--- src/hw/rtl/mkd_pkg.sv ---
`timescale 1ns / 1ps
`default_nettype none

package mkd_pkg;

  localparam int LINE_LENGTH = 32;
  localparam int MAX_MARKS   = 5;
  localparam int COL_W       = (LINE_LENGTH > 2) ? $clog2(LINE_LENGTH) : 1;
  localparam int KEY_W       = 8;
  localparam int CHAR_W      = 7;
  localparam int POS_W       = 5;
  localparam int CNT_W       = 3;
  localparam int IDX_W       = 2;

  localparam logic [IDX_W-1:0] REG_DOT_KEY  = 2'd0;
  localparam logic [IDX_W-1:0] REG_DASH_KEY = 2'd1;
  localparam logic [IDX_W-1:0] REG_END_KEY  = 2'd2;

  localparam logic [KEY_W-1:0] DOT_KEY_RST  = 8'd122;
  localparam logic [KEY_W-1:0] DASH_KEY_RST = 8'd120;
  localparam logic [KEY_W-1:0] END_KEY_RST  = 8'd10;

  localparam logic [CHAR_W-1:0] CHAR_SPACE   = 7'd32;
  localparam logic [CHAR_W-1:0] CHAR_UNKNOWN = 7'd63;

  typedef struct packed {
    logic [KEY_W-1:0] dot_key;
    logic [KEY_W-1:0] dash_key;
    logic [KEY_W-1:0] end_key;
  } mkd_keys_t;

  typedef struct packed {
    logic [CHAR_W-1:0] char_code;
    logic              known;
    logic [POS_W-1:0]  line_position;
    logic              clear_line;
  } mkd_result_t;

  typedef struct packed {
    logic              known;
    logic [CHAR_W-1:0] char_code;
  } mkd_glyph_t;

  // Index is (1 << count) | marks, dash = 1, first mark most significant.
  function automatic mkd_glyph_t morse_lookup(input logic [5:0] idx);
    mkd_glyph_t g;
    g.known = 1'b1;
    case (idx)
      6'd2:  g.char_code = 7'h45; // E
      6'd3:  g.char_code = 7'h54; // T
      6'd4:  g.char_code = 7'h49; // I
      6'd5:  g.char_code = 7'h41; // A
      6'd6:  g.char_code = 7'h4E; // N
      6'd7:  g.char_code = 7'h4D; // M
      6'd8:  g.char_code = 7'h53; // S
      6'd9:  g.char_code = 7'h55; // U
      6'd10: g.char_code = 7'h52; // R
      6'd11: g.char_code = 7'h57; // W
      6'd12: g.char_code = 7'h44; // D
      6'd13: g.char_code = 7'h4B; // K
      6'd14: g.char_code = 7'h47; // G
      6'd15: g.char_code = 7'h4F; // O
      6'd16: g.char_code = 7'h48; // H
      6'd17: g.char_code = 7'h56; // V
      6'd18: g.char_code = 7'h46; // F
      6'd20: g.char_code = 7'h4C; // L
      6'd22: g.char_code = 7'h50; // P
      6'd23: g.char_code = 7'h4A; // J
      6'd24: g.char_code = 7'h42; // B
      6'd25: g.char_code = 7'h58; // X
      6'd26: g.char_code = 7'h43; // C
      6'd27: g.char_code = 7'h59; // Y
      6'd28: g.char_code = 7'h5A; // Z
      6'd29: g.char_code = 7'h51; // Q
      6'd32: g.char_code = 7'h35; // 5
      6'd33: g.char_code = 7'h34; // 4
      6'd35: g.char_code = 7'h33; // 3
      6'd39: g.char_code = 7'h32; // 2
      6'd47: g.char_code = 7'h31; // 1
      6'd48: g.char_code = 7'h36; // 6
      6'd56: g.char_code = 7'h37; // 7
      6'd60: g.char_code = 7'h38; // 8
      6'd62: g.char_code = 7'h39; // 9
      6'd63: g.char_code = 7'h30; // 0
      default: begin
        g.known     = 1'b0;
        g.char_code = CHAR_UNKNOWN;
      end
    endcase
    return g;
  endfunction

endpackage

`default_nettype wire

--- src/hw/rtl/mkd_symbol.sv ---
`timescale 1ns / 1ps
`default_nettype none

module mkd_symbol (
  input  wire logic                      clk,
  input  wire logic                      rst_n,
  input  wire logic                      step,
  input  wire logic [mkd_pkg::KEY_W-1:0] key,
  input  wire mkd_pkg::mkd_keys_t        keys,
  output      logic                      fire,
  output      mkd_pkg::mkd_result_t      result
);
  import mkd_pkg::*;

  logic [MAX_MARKS-1:0] bits_r, bits_nxt;
  logic [CNT_W-1:0]     cnt_r, cnt_nxt;
  logic [COL_W-1:0]     col_r, col_nxt;

  logic                 is_dot;
  logic                 is_mark;
  logic [MAX_MARKS-1:0] bits_m;
  logic [CNT_W-1:0]     cnt_m;
  logic [5:0]           idx;
  logic                 wrap;
  mkd_glyph_t           glyph;

  assign is_dot  = (key == keys.dot_key);
  assign is_mark = is_dot || (key == keys.dash_key);
  assign bits_m  = is_mark ? {bits_r[MAX_MARKS-2:0], !is_dot} : bits_r;
  assign cnt_m   = is_mark ? cnt_r + 3'd1 : cnt_r;
  assign fire    = (key == keys.end_key) || (cnt_m >= CNT_W'(MAX_MARKS));

  always_comb begin
    case (cnt_m)
      3'd1:    idx = {5'b00001, bits_m[0]};
      3'd2:    idx = {4'b0001, bits_m[1:0]};
      3'd3:    idx = {3'b001, bits_m[2:0]};
      3'd4:    idx = {2'b01, bits_m[3:0]};
      3'd5:    idx = {1'b1, bits_m[4:0]};
      default: idx = 6'd0;
    endcase
  end

  assign glyph = morse_lookup(idx);
  assign wrap  = (col_r >= COL_W'(LINE_LENGTH - 1));

  always_comb begin
    result.char_code     = (cnt_m == 3'd0) ? CHAR_SPACE : glyph.char_code;
    result.known         = (cnt_m == 3'd0) ? 1'b1 : glyph.known;
    result.line_position = wrap ? '0 : POS_W'(col_r);
    result.clear_line    = wrap;
  end

  always_comb begin
    bits_nxt = bits_r;
    cnt_nxt  = cnt_r;
    col_nxt  = col_r;
    if (step) begin
      if (fire) begin
        bits_nxt = '0;
        cnt_nxt  = '0;
        col_nxt  = wrap ? COL_W'(1) : col_r + COL_W'(1);
      end else begin
        bits_nxt = bits_m;
        cnt_nxt  = cnt_m;
      end
    end
  end

  always_ff @(posedge clk) begin
    if (!rst_n) begin
      bits_r <= '0;
      cnt_r  <= '0;
      col_r  <= '0;
    end else begin
      bits_r <= bits_nxt;
      cnt_r  <= cnt_nxt;
      col_r  <= col_nxt;
    end
  end

  a_cnt_range: assert property (@(posedge clk) disable iff (!rst_n)
    cnt_r < CNT_W'(MAX_MARKS))
    else $error("mark count reached limit without decode");

  a_fire_clears: assert property (@(posedge clk) disable iff (!rst_n)
    step && fire |=> cnt_r == '0 && bits_r == '0)
    else $error("symbol not cleared after decode");

  a_col_range: assert property (@(posedge clk) disable iff (!rst_n)
    col_r <= COL_W'(LINE_LENGTH - 1))
    else $error("column beyond line");

endmodule

`default_nettype wire

--- src/hw/rtl/morse_key_decoder.sv ---
`timescale 1ns / 1ps
`default_nettype none

// Morse key decoder. Each key byte item is a dot key, a dash key, an end key or
// ignored; up to five marks collect into a symbol that is decoded to ASCII on
// the end key or on the fifth mark, and an end key with no marks gives a space.
// Each decoded character leaves with its display column; when the column would
// reach the last position of the line, clear_line is set and the column starts
// again at 0. Unknown patterns give '?' with known low. Throughput is one item
// per cycle while out_ready does not hold a result: an item is registered in the
// input register, is decoded by the table lookup, and its result is held in the
// output register; out_valid rises only for an item that ends a symbol. A result
// held by a low out_ready stalls the input register, and then in_ready. Write
// the key registers only while idle.
module morse_key_decoder (
  input  wire logic                       clk,
  input  wire logic                       rst_n,
  input  wire logic                       in_valid,
  output      logic                       in_ready,
  input  wire logic [mkd_pkg::KEY_W-1:0]  in_key_code,
  output      logic                       out_valid,
  input  wire logic                       out_ready,
  output      logic [mkd_pkg::CHAR_W-1:0] out_char_code,
  output      logic                       out_known,
  output      logic [mkd_pkg::POS_W-1:0]  out_line_position,
  output      logic                       out_clear_line,
  input  wire logic                       cfg_we,
  input  wire logic [mkd_pkg::IDX_W-1:0]  cfg_index,
  input  wire logic [mkd_pkg::KEY_W-1:0]  cfg_wdata
);
  import mkd_pkg::*;

  mkd_keys_t        keys_r, keys_nxt;
  logic             in_vld_r, in_vld_nxt;
  logic [KEY_W-1:0] in_key_r, in_key_nxt;
  logic             out_vld_r, out_vld_nxt;
  mkd_result_t      out_res_r, out_res_nxt;

  logic             adv;
  logic             step;
  logic             fire;
  mkd_result_t      res;

  assign adv      = !out_vld_r || out_ready;
  assign in_ready = !in_vld_r || adv;
  assign step     = in_vld_r && adv;

  mkd_symbol u_symbol (
    .clk    (clk),
    .rst_n  (rst_n),
    .step   (step),
    .key    (in_key_r),
    .keys   (keys_r),
    .fire   (fire),
    .result (res)
  );

  always_comb begin
    keys_nxt = keys_r;
    if (cfg_we) begin
      case (cfg_index)
        REG_DOT_KEY:  keys_nxt.dot_key  = cfg_wdata;
        REG_DASH_KEY: keys_nxt.dash_key = cfg_wdata;
        REG_END_KEY:  keys_nxt.end_key  = cfg_wdata;
        default:      keys_nxt = keys_r;
      endcase
    end
  end

  always_comb begin
    in_vld_nxt  = in_vld_r;
    in_key_nxt  = in_key_r;
    out_vld_nxt = out_vld_r;
    out_res_nxt = out_res_r;
    if (in_ready) begin
      in_vld_nxt = in_valid;
      in_key_nxt = in_key_code;
    end
    if (adv) begin
      out_vld_nxt = step && fire;
      out_res_nxt = res;
    end
  end

  always_ff @(posedge clk) begin
    if (!rst_n) begin
      keys_r    <= '{dot_key: DOT_KEY_RST, dash_key: DASH_KEY_RST, end_key: END_KEY_RST};
      in_vld_r  <= 1'b0;
      out_vld_r <= 1'b0;
    end else begin
      keys_r    <= keys_nxt;
      in_vld_r  <= in_vld_nxt;
      out_vld_r <= out_vld_nxt;
    end
  end

  always_ff @(posedge clk) begin
    in_key_r  <= in_key_nxt;
    out_res_r <= out_res_nxt;
  end

  assign out_valid         = out_vld_r;
  assign out_char_code     = out_res_r.char_code;
  assign out_known         = out_res_r.known;
  assign out_line_position = out_res_r.line_position;
  assign out_clear_line    = out_res_r.clear_line;

  a_unknown_char: assert property (@(posedge clk) disable iff (!rst_n)
    out_vld_r && !out_res_r.known |-> out_res_r.char_code == CHAR_UNKNOWN)
    else $error("unknown pattern without question mark");

  a_clear_pos: assert property (@(posedge clk) disable iff (!rst_n)
    out_vld_r && out_res_r.clear_line |-> out_res_r.line_position == '0)
    else $error("cleared line not at column zero");

  a_stall_hold: assert property (@(posedge clk) disable iff (!rst_n)
    in_vld_r && !adv |=> in_vld_r && $stable(in_key_r))
    else $error("input register lost item during stall");

  a_no_step_hold: assert property (@(posedge clk) disable iff (!rst_n)
    out_vld_r && !out_ready |=> out_vld_r && $stable(out_res_r))
    else $error("pending result changed");

endmodule

`default_nettype wire
--- config.mk ---
export PLATFORM = sky130hd
export DESIGN_NAME = morse_key_decoder
export DESIGN_NICKNAME = d
export VERILOG_FILES = /design/src/hw/rtl/mkd_pkg.sv /design/src/hw/rtl/mkd_symbol.sv /design/src/hw/rtl/morse_key_decoder.sv
export SDC_FILE = /design/constraint.sdc
export NUM_CORES = 1
export LEC_CHECK = 0
export BUFFER_PORTS_ARGS = -buffer_cell sky130_fd_sc_hd__buf_2
export CAP_MARGIN = 20
export CORE_MARGIN = 2
export CORE_UTILIZATION = 64
export CTS_CLUSTER_DIAMETER = 40
export DETAILED_ROUTE_END_ITERATION = 7
export PLACE_DENSITY_LB_ADDON = 0.12
export SLEW_MARGIN = 5
export SYNTH_ARGS = -nofsm -noshare
export SYNTH_HDL_FRONTEND = slang
export SYNTH_SLANG_ARGS = --single-unit
--- constraint.sdc ---
create_clock -name clk -period 7.2 [get_ports clk]
set_clock_uncertainty 0.05 [all_clocks]
set_input_delay 1.44 -clock clk [delete_from_list [all_inputs] [get_ports clk]]
set_output_delay 1.44 -clock clk [all_outputs]
set_load 0.02 [all_outputs]
==> results_dict.tcl, run 1 <==
set metrics [dict create \
    reg2reg_to "out_char_code[3]" \
    postCtsResizedCells 0 \
    worst-path-max-fanout 19 \
    synth_compound_gate_area_share 0.174 \
    synthDistinctLibCells 75 \
    swShare 0.250 \
    worstMarginPinSlew_ns 0.798 \
    pwr-share-clk 0.451 \
    ys_seq_area_frac 0.358 \
    vias 3791 \
    track_usage 0.307 \
    dp_hpwl_um 7660 \
    first_global_vias 3554 \
    synthCells 469 \
    cp-start-kind "flip-flop" \
    hold_end "keys_r[23]" \
    fillCellCount 425 \
    clock_latency_ns 0.35 \
    worst_r2r_path_depth 16 \
    power_w 0.000762 \
    grt_pass1_wl_um 17300 \
    rows 28 \
    outcome "finished, final reports clean" \
    globalplace.congestion 0.951 \
    power.density_mw_per_mm2 171 \
    crit_arrival_ns 5.74 \
    cts-root-buf "clkbuf_8" \
    setup_violations 0 \
    cts_buffer_depth 2 \
    yosys_warnings 0 \
    critical_path_buf_inv_count 0 \
    antenna_cells 0 \
    regToRegStartpoint "in_key_r[5]" \
    cts_hold_buffers 0 \
    vias_per_cell 6.60 \
    ys_async_sr_fraction 0 \
    dr.pass1.iters 6 \
    seq_power_share 0.488 \
    hp-start "keys_r[23]" \
    clk_pin_slew_ns 0.08 \
    design.die.area_mm2 0.00695 \
    slew_viol_final 0 \
    power.internal_w 0.000571 \
    ant_nets 0 \
    syn-cell-area_mm2 0.00403 \
    yosys.area_share.simple 0.262 \
    numCtsBuffers 9 \
    crit_path_end_kind "flip-flop" \
    die_w_um 83.3 \
    drt_iter0_drc 357 \
    finalCriticalPeriod_ns 5.63 \
    p_leak_nw 1.76 \
    cts_max_level 3 \
    antenna_found_initial 0 \
    synth_ff_type "dfxtp_1" \
    tns_ns 0 \
    crit_family "simple AND/OR/NAND/NOR gates" \
    critPathRequiredTime_ns 7.31 \
    max_freq_ghz 0.178 \
    synthToLayoutAreaGrowth_pct 10.3 \
    slew_headroom 0.466 \
    ys_ff_latch 61 \
    hold_depth 2 \
    clock-sinks 61 \
    syn_nets 496 \
    hold_path_class "flip-flop to flip-flop" \
    peakVddDrop_mv 0.260 \
    num-nets-final 521 \
    r2r_setup_slack_ns 1.57 \
    rsz0062_at_grt "false" \
    avgSynthCellArea_um2 8.59 \
    crit_path_frequent_cell "nand2_1" \
    ios 39 \
    maxCapViolCount 0 \
    portBuffers 38 \
    yosys.area_share.adder 0.0124 \
    synthMuxAreaShare 0.0835 \
    routed_wl_um 10500 \
    grt_max_degree 29 \
    synth_top_family_by_area "simple AND/OR/NAND/NOR gates" \
    die_h_um 83.3 \
    crit_type "flip-flop to flip-flop" \
    combPwrFrac 0.061 \
    start_util 0.673 \
    slowest_stage "ha_1" \
    cts_tree "built" \
    drive_above_1_share 0.172 \
    synth_xor_area_frac 0.0708 \
    p_switching_w 0.000190 \
    coreArea_mm2 0.00599 \
    overflow 0 \
    finalCritPeriodShare 0.782 \
    drc 0 \
    synth_edf_count 22 \
    hold_viol_final 0 \
    wl_per_cell_um 18.3 \
    crit_path_max_incr_delay_ns 0.67 \
    cts_setup_buffers 0 \
    cp_cell_sequence "xor2_1 > nor4_2 > nand2_1 > nand2_2 > nand2_1 > xnor2_1 > ha_1 > or2b_1 > a21oi_1 > o221a_2 > o21a_1 > o21ai_1 > a21o_1 > or4b_1 > or3b_4 > a41oi_1" \
]
[stage by stage]
| stage | instances | utilization | setup slack [ns] | hold slack (ns) | instance area [um2] |
|---|---|---|---|---|---|
| after floorplan | 469 | - | 2.53 | 0.398 | 4030 |
| after global placement | 557 | 0.704 | 1.93 | 0.407 | 4220 |
| after detailed placement | 557 | 0.704 | 1.72 | 0.413 | 4220 |
| after CTS | 573 | 0.741 | 1.66 | 0.427 | 4440 |
| after global routing | 574 | 0.742 | 1.28 | 0.446 | 4450 |
| final | 574 | 0.742 | 1.57 | 0.428 | 4450 |
[cells by family (layout without fill, tap and decap cells)]
kind of cell    after synthesis  count (layout)
mux                          33              33
fa+ha+maj                     4               4
flops                        61              61
simple gates                194             194
buf+inv                      38              68
compound gates              109             109
xor+xnor                     30              30
[layout make-up]
| type | instances | area, um2 | area share |
|---|---|---|---|
| clock buffers | 10 | 149 | 0.0335 |
| clock inverters | 6 | 76.3 | 0.0172 |
| inverters | 10 | 37.5 | 0.00844 |
| multi-input cells | 370 | 2430 | 0.547 |
| flip-flops and latches | 61 | 1440 | 0.324 |
| well taps | 75 | 93.8 | 0.0211 |
| repair buffers | 42 | 218 | 0.0490 |
[sequential cells by signal, indices dropped and copies added (netlist names), 3 cells and up]
signal             flops
keys_r                24
in_key_r               8
out_char_code          7
out_line_position      5
u_symbol.bits_r        5
u_symbol.col_r         5
u_symbol.cnt_r         3
[how the worst max path moves through the flow]
stage | startpoint | slack [ns] | end | cells after the start
after floorplan | in_key_r[2] | 2.53 | out_known | 19
after global placement | in_key_r[5] | 1.93 | out_known | 16
after detailed placement | in_key_r[5] | 1.72 | out_char_code[3] | 16
after CTS | in_key_r[5] | 1.66 | out_char_code[3] | 16
after global routing | in_key_r[5] | 1.28 | out_char_code[4] | 16
final | in_key_r[5] | 1.57 | out_char_code[3] | 16
[worst min-delay path, stage by stage, from the launching register on]
cell and delay (ns):
dfxtp_1 0.32, nand2_1 0.06, a21oi_1 0.05
[cell usage after synthesis (all sizes together) (5+ instances only)]
cell type / number / area [um2]
o21ai: 20 / 100
a31oi: 9 / 56.3
nand2b: 9 / 56.3
and2: 6 / 37.5
clkbuf: 20 / 75.1
xor2: 9 / 86.3
xnor2: 21 / 199
a211oi: 7 / 52.6
buf: 8 / 45.0
nand4: 7 / 43.8
inv: 10 / 37.5
dfxtp: 39 / 781
or2: 8 / 50.1
nand3: 17 / 85.1
nor3: 18 / 90.1
nor2: 39 / 146
edfxtp: 22 / 661
mux2i: 28 / 280
mux2: 5 / 56.3
nor2b: 5 / 31.3
a21oi: 35 / 183
nand2: 49 / 186
[routing by layer]
metal / up-vias / wire, um / track usage
met4: 0 / 240 / 0.115
li1: 1769 / - / -
met5: - / 0 / 0
met1: 1788 / 4560 / 0.406
met2: 200 / 4770 / 0.482
met3: 34 / 939 / 0.0795
[layout by cell type (no fill, tap or decap), drive strengths merged, types with 3 or more instances in the layout]
cell type	n
nor2b	5
a31oi	9
or2	8
clkbuf	10
o21ai	20
mux2i	28
mux2	5
nor4	4
and2	6
or3b	4
inv	13
edfxtp	22
nor3	18
o32ai	3
nand3b	4
dfxtp	39
a21o	4
a211oi	7
nand2b	9
ha	4
a2bb2oi	3
nand4	7
xor2	9
nand2	49
or4b	4
and3	4
nor2	39
nand3	17
xnor2	21
buf	42
o22ai	4
or3	3
nor3b	4
o211ai	3
o31ai	4
a21oi	35
[power groups by stage]
stage / logic [W] / registers, W / clock network, W
3_3_place_gp: 0.0000439 / 0.000378 / 0
6_report: 0.0000468 / 0.000371 / 0.000343
3_5_place_dp: 0.0000458 / 0.000379 / 0
2_1_floorplan: 0.0000297 / 0.000378 / 0
4_1_cts: 0.0000462 / 0.000371 / 0.000342
5_1_grt: 0.0000508 / 0.000372 / 0.000360
Power figures use the tool's default switching activity.
==> run 2, diff against run 1 <==
Settings changed: ABC_AREA set to 1, CORE_UTILIZATION 64 to 59.
Clock period 7.2 ns to 5.72 ns, I/O delays scaled along.
==> results_dict.tcl, run 2 <==
set metrics [dict create \
    outcome "finished, final reports clean" \
    routed_wl_um 8840 \
    syn_nets 523 \
    max_freq_ghz 0.281 \
    peakVddDrop_mv 0.206 \
    synth_ff_type "dfxtp_1" \
    yosys_warnings 0 \
    use_met1 0.335 \
    ys_seq_area_frac 0.388 \
    use_met2 0.455 \
    synthCells 496 \
    p_leak_nw 2.06 \
    rsz0062_at_grt "false" \
    maxCapViolCount 0 \
    crit_arrival_ns 3.59 \
    clk_pin_slew_ns 0.08 \
    rows 28 \
    crit_path_max_incr_delay_ns 0.48 \
    ys_ff_latch 61 \
    ios 39 \
    dr.pass1.iters 8 \
    synthMuxAreaShare 0 \
    slowest_stage "edfxtp_1" \
    clock_latency_ns 0.35 \
    grt_max_degree 28 \
    cts-root-buf "clkbuf_8" \
    yosys.area_share.adder 0.0135 \
    vias_per_cell 5.43 \
    pre_cts_ws_ns 2.23 \
    synth_top_family_by_area "simple AND/OR/NAND/NOR gates" \
    dp_hpwl_um 6760 \
    vias 3360 \
    synth_compound_gate_area_share 0.0849 \
    postCtsResizedCells 0 \
    cts_setup_buffers 0 \
    critPathRequiredTime_ns 5.75 \
    swShare 0.276 \
    worstMarginPinSlew_ns 0.760 \
    drive_above_1_share 0.230 \
    globalplace.congestion 0.923 \
    overflow 0 \
    cts_max_level 3 \
    setup_violations 0 \
    crit_path_end_kind "flip-flop" \
    worst-path-max-fanout 11 \
    synth_common_cells "nand2_1, nor2_1, inv_1, dfxtp_1, nand3_1" \
    cts_tree "built" \
    crit_path_frequent_cell "nand2_4" \
    synth.most_common_cell "nand2_1" \
    multi_input_area_mm2 0.00200 \
    synth_xor_area_frac 0.0401 \
    synthTopCellsByArea "dfxtp_1, edfxtp_1, nand2_1" \
    drc 0 \
    cts_hold_buffers 0 \
    cts_buffer_depth 2 \
    grtUsageMet3 0.0596 \
    crit_type "flip-flop to flip-flop" \
    synth_top_area_frac 0.210 \
    synth_edf_count 22 \
    design.die.area_mm2 0.00695 \
    numCtsBuffers 9 \
    cp_cell_sequence "inv_2 > nand2_1 > nand2_1 > nand2_1 > nor2_2 > nand2_4 > nand2_4 > nand2_4 > nand2_8 > inv_4 > ha_1 > nor2_1 > nand3_4 > nand2_4 > inv_2 > nor2_2 > nand3_1 > nand3_2 > nor2_2 > nand3_2 > nor2_4 > nor2_1 > nor2_1" \
    clock-sinks 61 \
    power_w 0.000956 \
    finalCritPeriodShare 0.623 \
    hold_viol_final 0 \
    ys_async_sr_fraction 0 \
    p_switching_w 0.000263 \
    hold_path_class "flip-flop to flip-flop" \
    regMostFlops "keys_r" \
    final_cell_mix "nand2_1, nor2_1, inv_1, dfxtp_1, buf_2" \
    portBuffers 38 \
    die_w_um 83.4 \
    track_usage 0.265 \
    fillCellCount 503 \
    critical_path_buf_inv_count 3 \
    cp-start-kind "flip-flop" \
    slew_viol_final 0 \
    ant_nets 0 \
    tns_ns 0 \
    final_common_cell "nand2_1" \
    power.density_mw_per_mm2 229 \
    grt.busiest_layer "met2" \
    layout_setup_ws_ns 2.16 \
    first_global_vias 3284 \
    antenna_found_initial 0 \
    drt_iter0_drc 263 \
    coreArea_mm2 0.00599 \
    pwr-share-clk 0.394 \
    final-seq-area_mm2 0.00144 \
    final_util 0.695 \
    synthDistinctLibCells 35 \
    crit_family "simple AND/OR/NAND/NOR gates" \
    finalNonFillerCells 619 \
    num-nets-final 566 \
    power.internal_w 0.000692 \
    dp.cells 603 \
    slew_headroom 0.489 \
    seq_power_share 0.500 \
    syn-cell-area_mm2 0.00371 \
    wl_per_cell_um 14.3 \
    synthToLayoutAreaGrowth_pct 12.1 \
    antenna_cells 0 \
    largest_reg_flops 24 \
    grt_pass1_wl_um 15000 \
    finalCriticalPeriod_ns 3.56 \
    start_util 0.620 \
    avgSynthCellArea_um2 7.49 \
    die_h_um 83.4 \
    yosys.area_share.simple 0.401 \
    yosysTopAreaCell "dfxtp_1" \
    combPwrFrac 0.106 \
]
## run 2: cell types whose count changed after synthesis, sizes merged, moves of 12 or more
cell,previous run,this run
a21oi,35,20
clkbuf,20,6
inv,10,58
mux2i,28,0
nand2,49,139
nand3,17,45
nor2,39,89
nor3,18,6
## run 2: worst register-to-register path: stages (launching register included)
cell      delay (ns)
edfxtp_1        0.48
inv_2           0.09
nand2_1         0.05
nand2_1         0.05
nand2_1         0.08
nor2_2          0.15
nand2_4         0.11
nand2_4         0.16
nand2_4         0.08
nand2_8         0.10
inv_4           0.06
ha_1            0.38
nor2_1          0.22
nand3_4         0.10
nand2_4         0.11
inv_2           0.11
nor2_2          0.26
nand3_1         0.18
nand3_2         0.13
nor2_2          0.04
nand3_2         0.07
nor2_4          0.05
nor2_1          0.11
nor2_1          0.06
## run 2: power groups by stage
stage | Sequential (W) | Combinational [W] | Clock [W]
3_3_place_gp | 0.000487 | 0.0000979 | 0
2_1_floorplan | 0.000491 | 0.0000665 | 0
5_1_grt | 0.000480 | 0.000113 | 0.000397
6_report | 0.000478 | 0.000101 | 0.000376
4_1_cts | 0.000478 | 0.000101 | 0.000380
3_5_place_dp | 0.000488 | 0.000101 | 0
## run 2: per-stage QoR
stage / area (um2) / hold WS (ns)
after floorplan: 3710 / 0.394
after detailed placement: 3970 / 0.410
after CTS: 4170 / 0.421
final: 4170 / 0.418
after global routing: 4170 / 0.458
after global placement: 3970 / 0.407
## run 2: layout make-up
type,count,area share
Multi-Input combinational cell,369,0.481
Clock buffer,10,0.0357
Clock inverter,6,0.0114
Tap cell,75,0.0225
Inverter,59,0.0556
Timing Repair Buffer,39,0.0475
Sequential cell,61,0.346
## run 2: final timing paths
check,from,to,slack [ns],cells past startpoint
setup / recovery,in_key_r[4],out_char_code[3],2.16,23
hold / removal,u_symbol.bits_r[1],u_symbol.bits_r[1],0.42,2
setup reg to reg,in_key_r[4],out_char_code[3],2.16,23
hold reg to reg,u_symbol.bits_r[1],u_symbol.bits_r[1],0.42,2
## run 2: cell families (layout without fill, tap and decap cells)
logic type,Yosys count,in the layout
adders and majority gates,4,4
DFF,61,61
xor gates and xnor gates,17,17
and+or+nand+nor,291,291
buffers and inverters,66,114
AOI/OAI and AO/OA,57,57
## run 2: per-layer routing
layer	up-vias	share of wire	routed length [um]
li1	1698	-	-
met1	1528	0.44	3910
met2	121	0.48	4220
met3	13	0.067	589
met4	0	0.013	117
met5	-	0	0
==> run 3, diff against run 2 <==
Settings changed: CORE_UTILIZATION 59 to 53.
Clock period 5.72 ns to 3.2 ns, I/O delays scaled along.
==> results_dict.tcl, run 3 (synthesis gave the netlist of run 2 again) <==
set metrics [dict create \
    outcome "finished, final reports clean" \
    layout_setup_ws_ns 0.134 \
    finalCriticalPeriod_ns 3.07 \
    regMostFlops "keys_r" \
    grt_pass1_wl_um 14800 \
    cts_tree "built" \
    crit_path_end_kind "flip-flop" \
    rows 30 \
    power.density_mw_per_mm2 376 \
    setup_violations 0 \
    wl_per_cell_um 13.2 \
    r2r_setup_slack_ns 0.13 \
    track_usage 0.247 \
    largest_reg_flops 24 \
    hold_path_class "flip-flop to flip-flop" \
    ios 39 \
    worst_r2r_path_depth 22 \
    coreArea_mm2 0.00679 \
    final_common_cell "nand2_1" \
    die_h_um 87.7 \
    ant_nets 0 \
    cp-start-kind "flip-flop" \
    overflow 0 \
    pre_cts_ws_ns -0.0505 \
    grt_max_degree 28 \
    drive_above_1_share 0.291 \
    worstMarginPinSlew_ns 0.492 \
    clk_pin_slew_ns 0.07 \
    drc 0 \
    peakVddDrop_mv 0.288 \
    clock_latency_ns 0.33 \
    p_leak_nw 2.19 \
    portBuffers 38 \
    hold_viol_final 0 \
    reg2reg_to "out_char_code[0]" \
    vias_per_cell 5.15 \
    crit_end "out_char_code[0]" \
    crit_arrival_ns 3.10 \
    globalplace.congestion 0.958 \
    cts_buffer_depth 2 \
    clock-sinks 61 \
    design.die.area_mm2 0.00769 \
    slew_viol_final 0 \
    maxCapViolCount 0 \
    dr.pass1.iters 4 \
    power_w 0.00168 \
    final_util 0.658 \
    die_w_um 87.7 \
    start_util 0.547 \
    numCtsBuffers 9 \
    critPathRequiredTime_ns 3.23 \
    slew_headroom 0.670 \
    antenna_cells 0 \
    finalNonFillerCells 667 \
    crit_type "flip-flop to flip-flop" \
    first_global_vias 3144 \
    finalCritPeriodShare 0.958 \
    regToRegStartpoint "in_key_r[6]" \
    max_freq_ghz 0.326 \
    rsz0062_at_grt "true" \
    cts-root-buf "clkbuf_8" \
    cts_max_level 3 \
    final_cell_mix "nand2_1, nor2_1, inv_1, dfxtp_1, buf_2" \
    dp_hpwl_um 6760 \
    worst-path-max-fanout 7 \
    vias 3433 \
    num-nets-final 593 \
    dp.cells 641 \
    drt_iter0_drc 179 \
    antenna_found_initial 0 \
    cp-startpoint "in_key_r[6]" \
    synthToLayoutAreaGrowth_pct 20.3 \
    routed_wl_um 8800 \
]
## run 3: cell types whose count changed in the layout (fill, tap and decap cells not counted), sizes merged
cell      change
clkbuf        +1
buf          +27
clkinv        +1
inv           -3
clkinvlp      +1
## run 3: per-layer routing
| metal | wire length, um | GRT usage | vias to the layer above |
|---|---|---|---|
| met5 | 0 | 0 | - |
| met1 | 4490 | 0.382 | 1543 |
| met4 | 38 | 0.0545 | 0 |
| met2 | 3700 | 0.352 | 130 |
| met3 | 570 | 0.0518 | 4 |
| li1 | - | - | 1756 |
## run 3: worst min-delay path by stage
| stage | from | to | slack [ns] | cells past startpoint |
|---|---|---|---|---|
| after floorplan | keys_r[15] | keys_r[15] | 0.39 | 2 |
| after global placement | u_symbol.bits_r[1] | u_symbol.bits_r[1] | 0.40 | 2 |
| after detailed placement | u_symbol.bits_r[1] | u_symbol.bits_r[1] | 0.41 | 2 |
| after CTS | u_symbol.bits_r[1] | u_symbol.bits_r[1] | 0.42 | 2 |
| after global routing | in_key_code[6] | in_key_r[6] | 0.41 | 1 |
| final | u_symbol.bits_r[1] | u_symbol.bits_r[1] | 0.42 | 2 |
## run 3: area by class of cell
cell class / count / area (um2)
clock inverters: 5 / 32.5
clock buffers: 11 / 151
inverters: 59 / 236
repair buffers: 66 / 404
fillers: 578 / 2320
multi-input cells: 369 / 2080
flip-flops and latches: 61 / 1440
well taps: 96 / 120
## run 3: per-stage QoR
stage	hold slack, ns	setup TNS, ns	instance area [um2]
global route	0.411	-0.183	4470
global placement	0.403	-0.441	4120
detailed placement	0.409	-0.133	4120
finish	0.417	0	4470
floorplan	0.394	0	3710
CTS	0.419	-0.0127	4320
## run 3: power breakdown
part           internal, W  switching (W)
combinational    0.0000797       0.000123
sequential        0.000834      0.0000201
clock             0.000324       0.000300
## run 3: worst max-delay path: stages, from the launching register on
cell and delay [ns]:
edfxtp_1 0.47, xnor2_1 0.18, nand2_1 0.10, nor2_4 0.13, nand2_4 0.09, nand2_4 0.12
nand2_4 0.07, nand2_8 0.07, inv_4 0.04, ha_4 0.27, buf_6 0.11, nand2_4 0.06
nand3_4 0.18, nor2_4 0.07, buf_4 0.14, nand2_1 0.06, nor2_1 0.04, a21oi_1 0.13
nand2_1 0.07, nor2_1 0.14, nand2_1 0.08, nor2_1 0.10, nor2_1 0.04
## run 3: repair_timing
action                     in CTS  in global routing
setup endpoints to repair       6                  8
setup buffers                   1                  9
hold buffers                    0                  0
pin swaps                       0                 16
gates resized for setup         1                 23
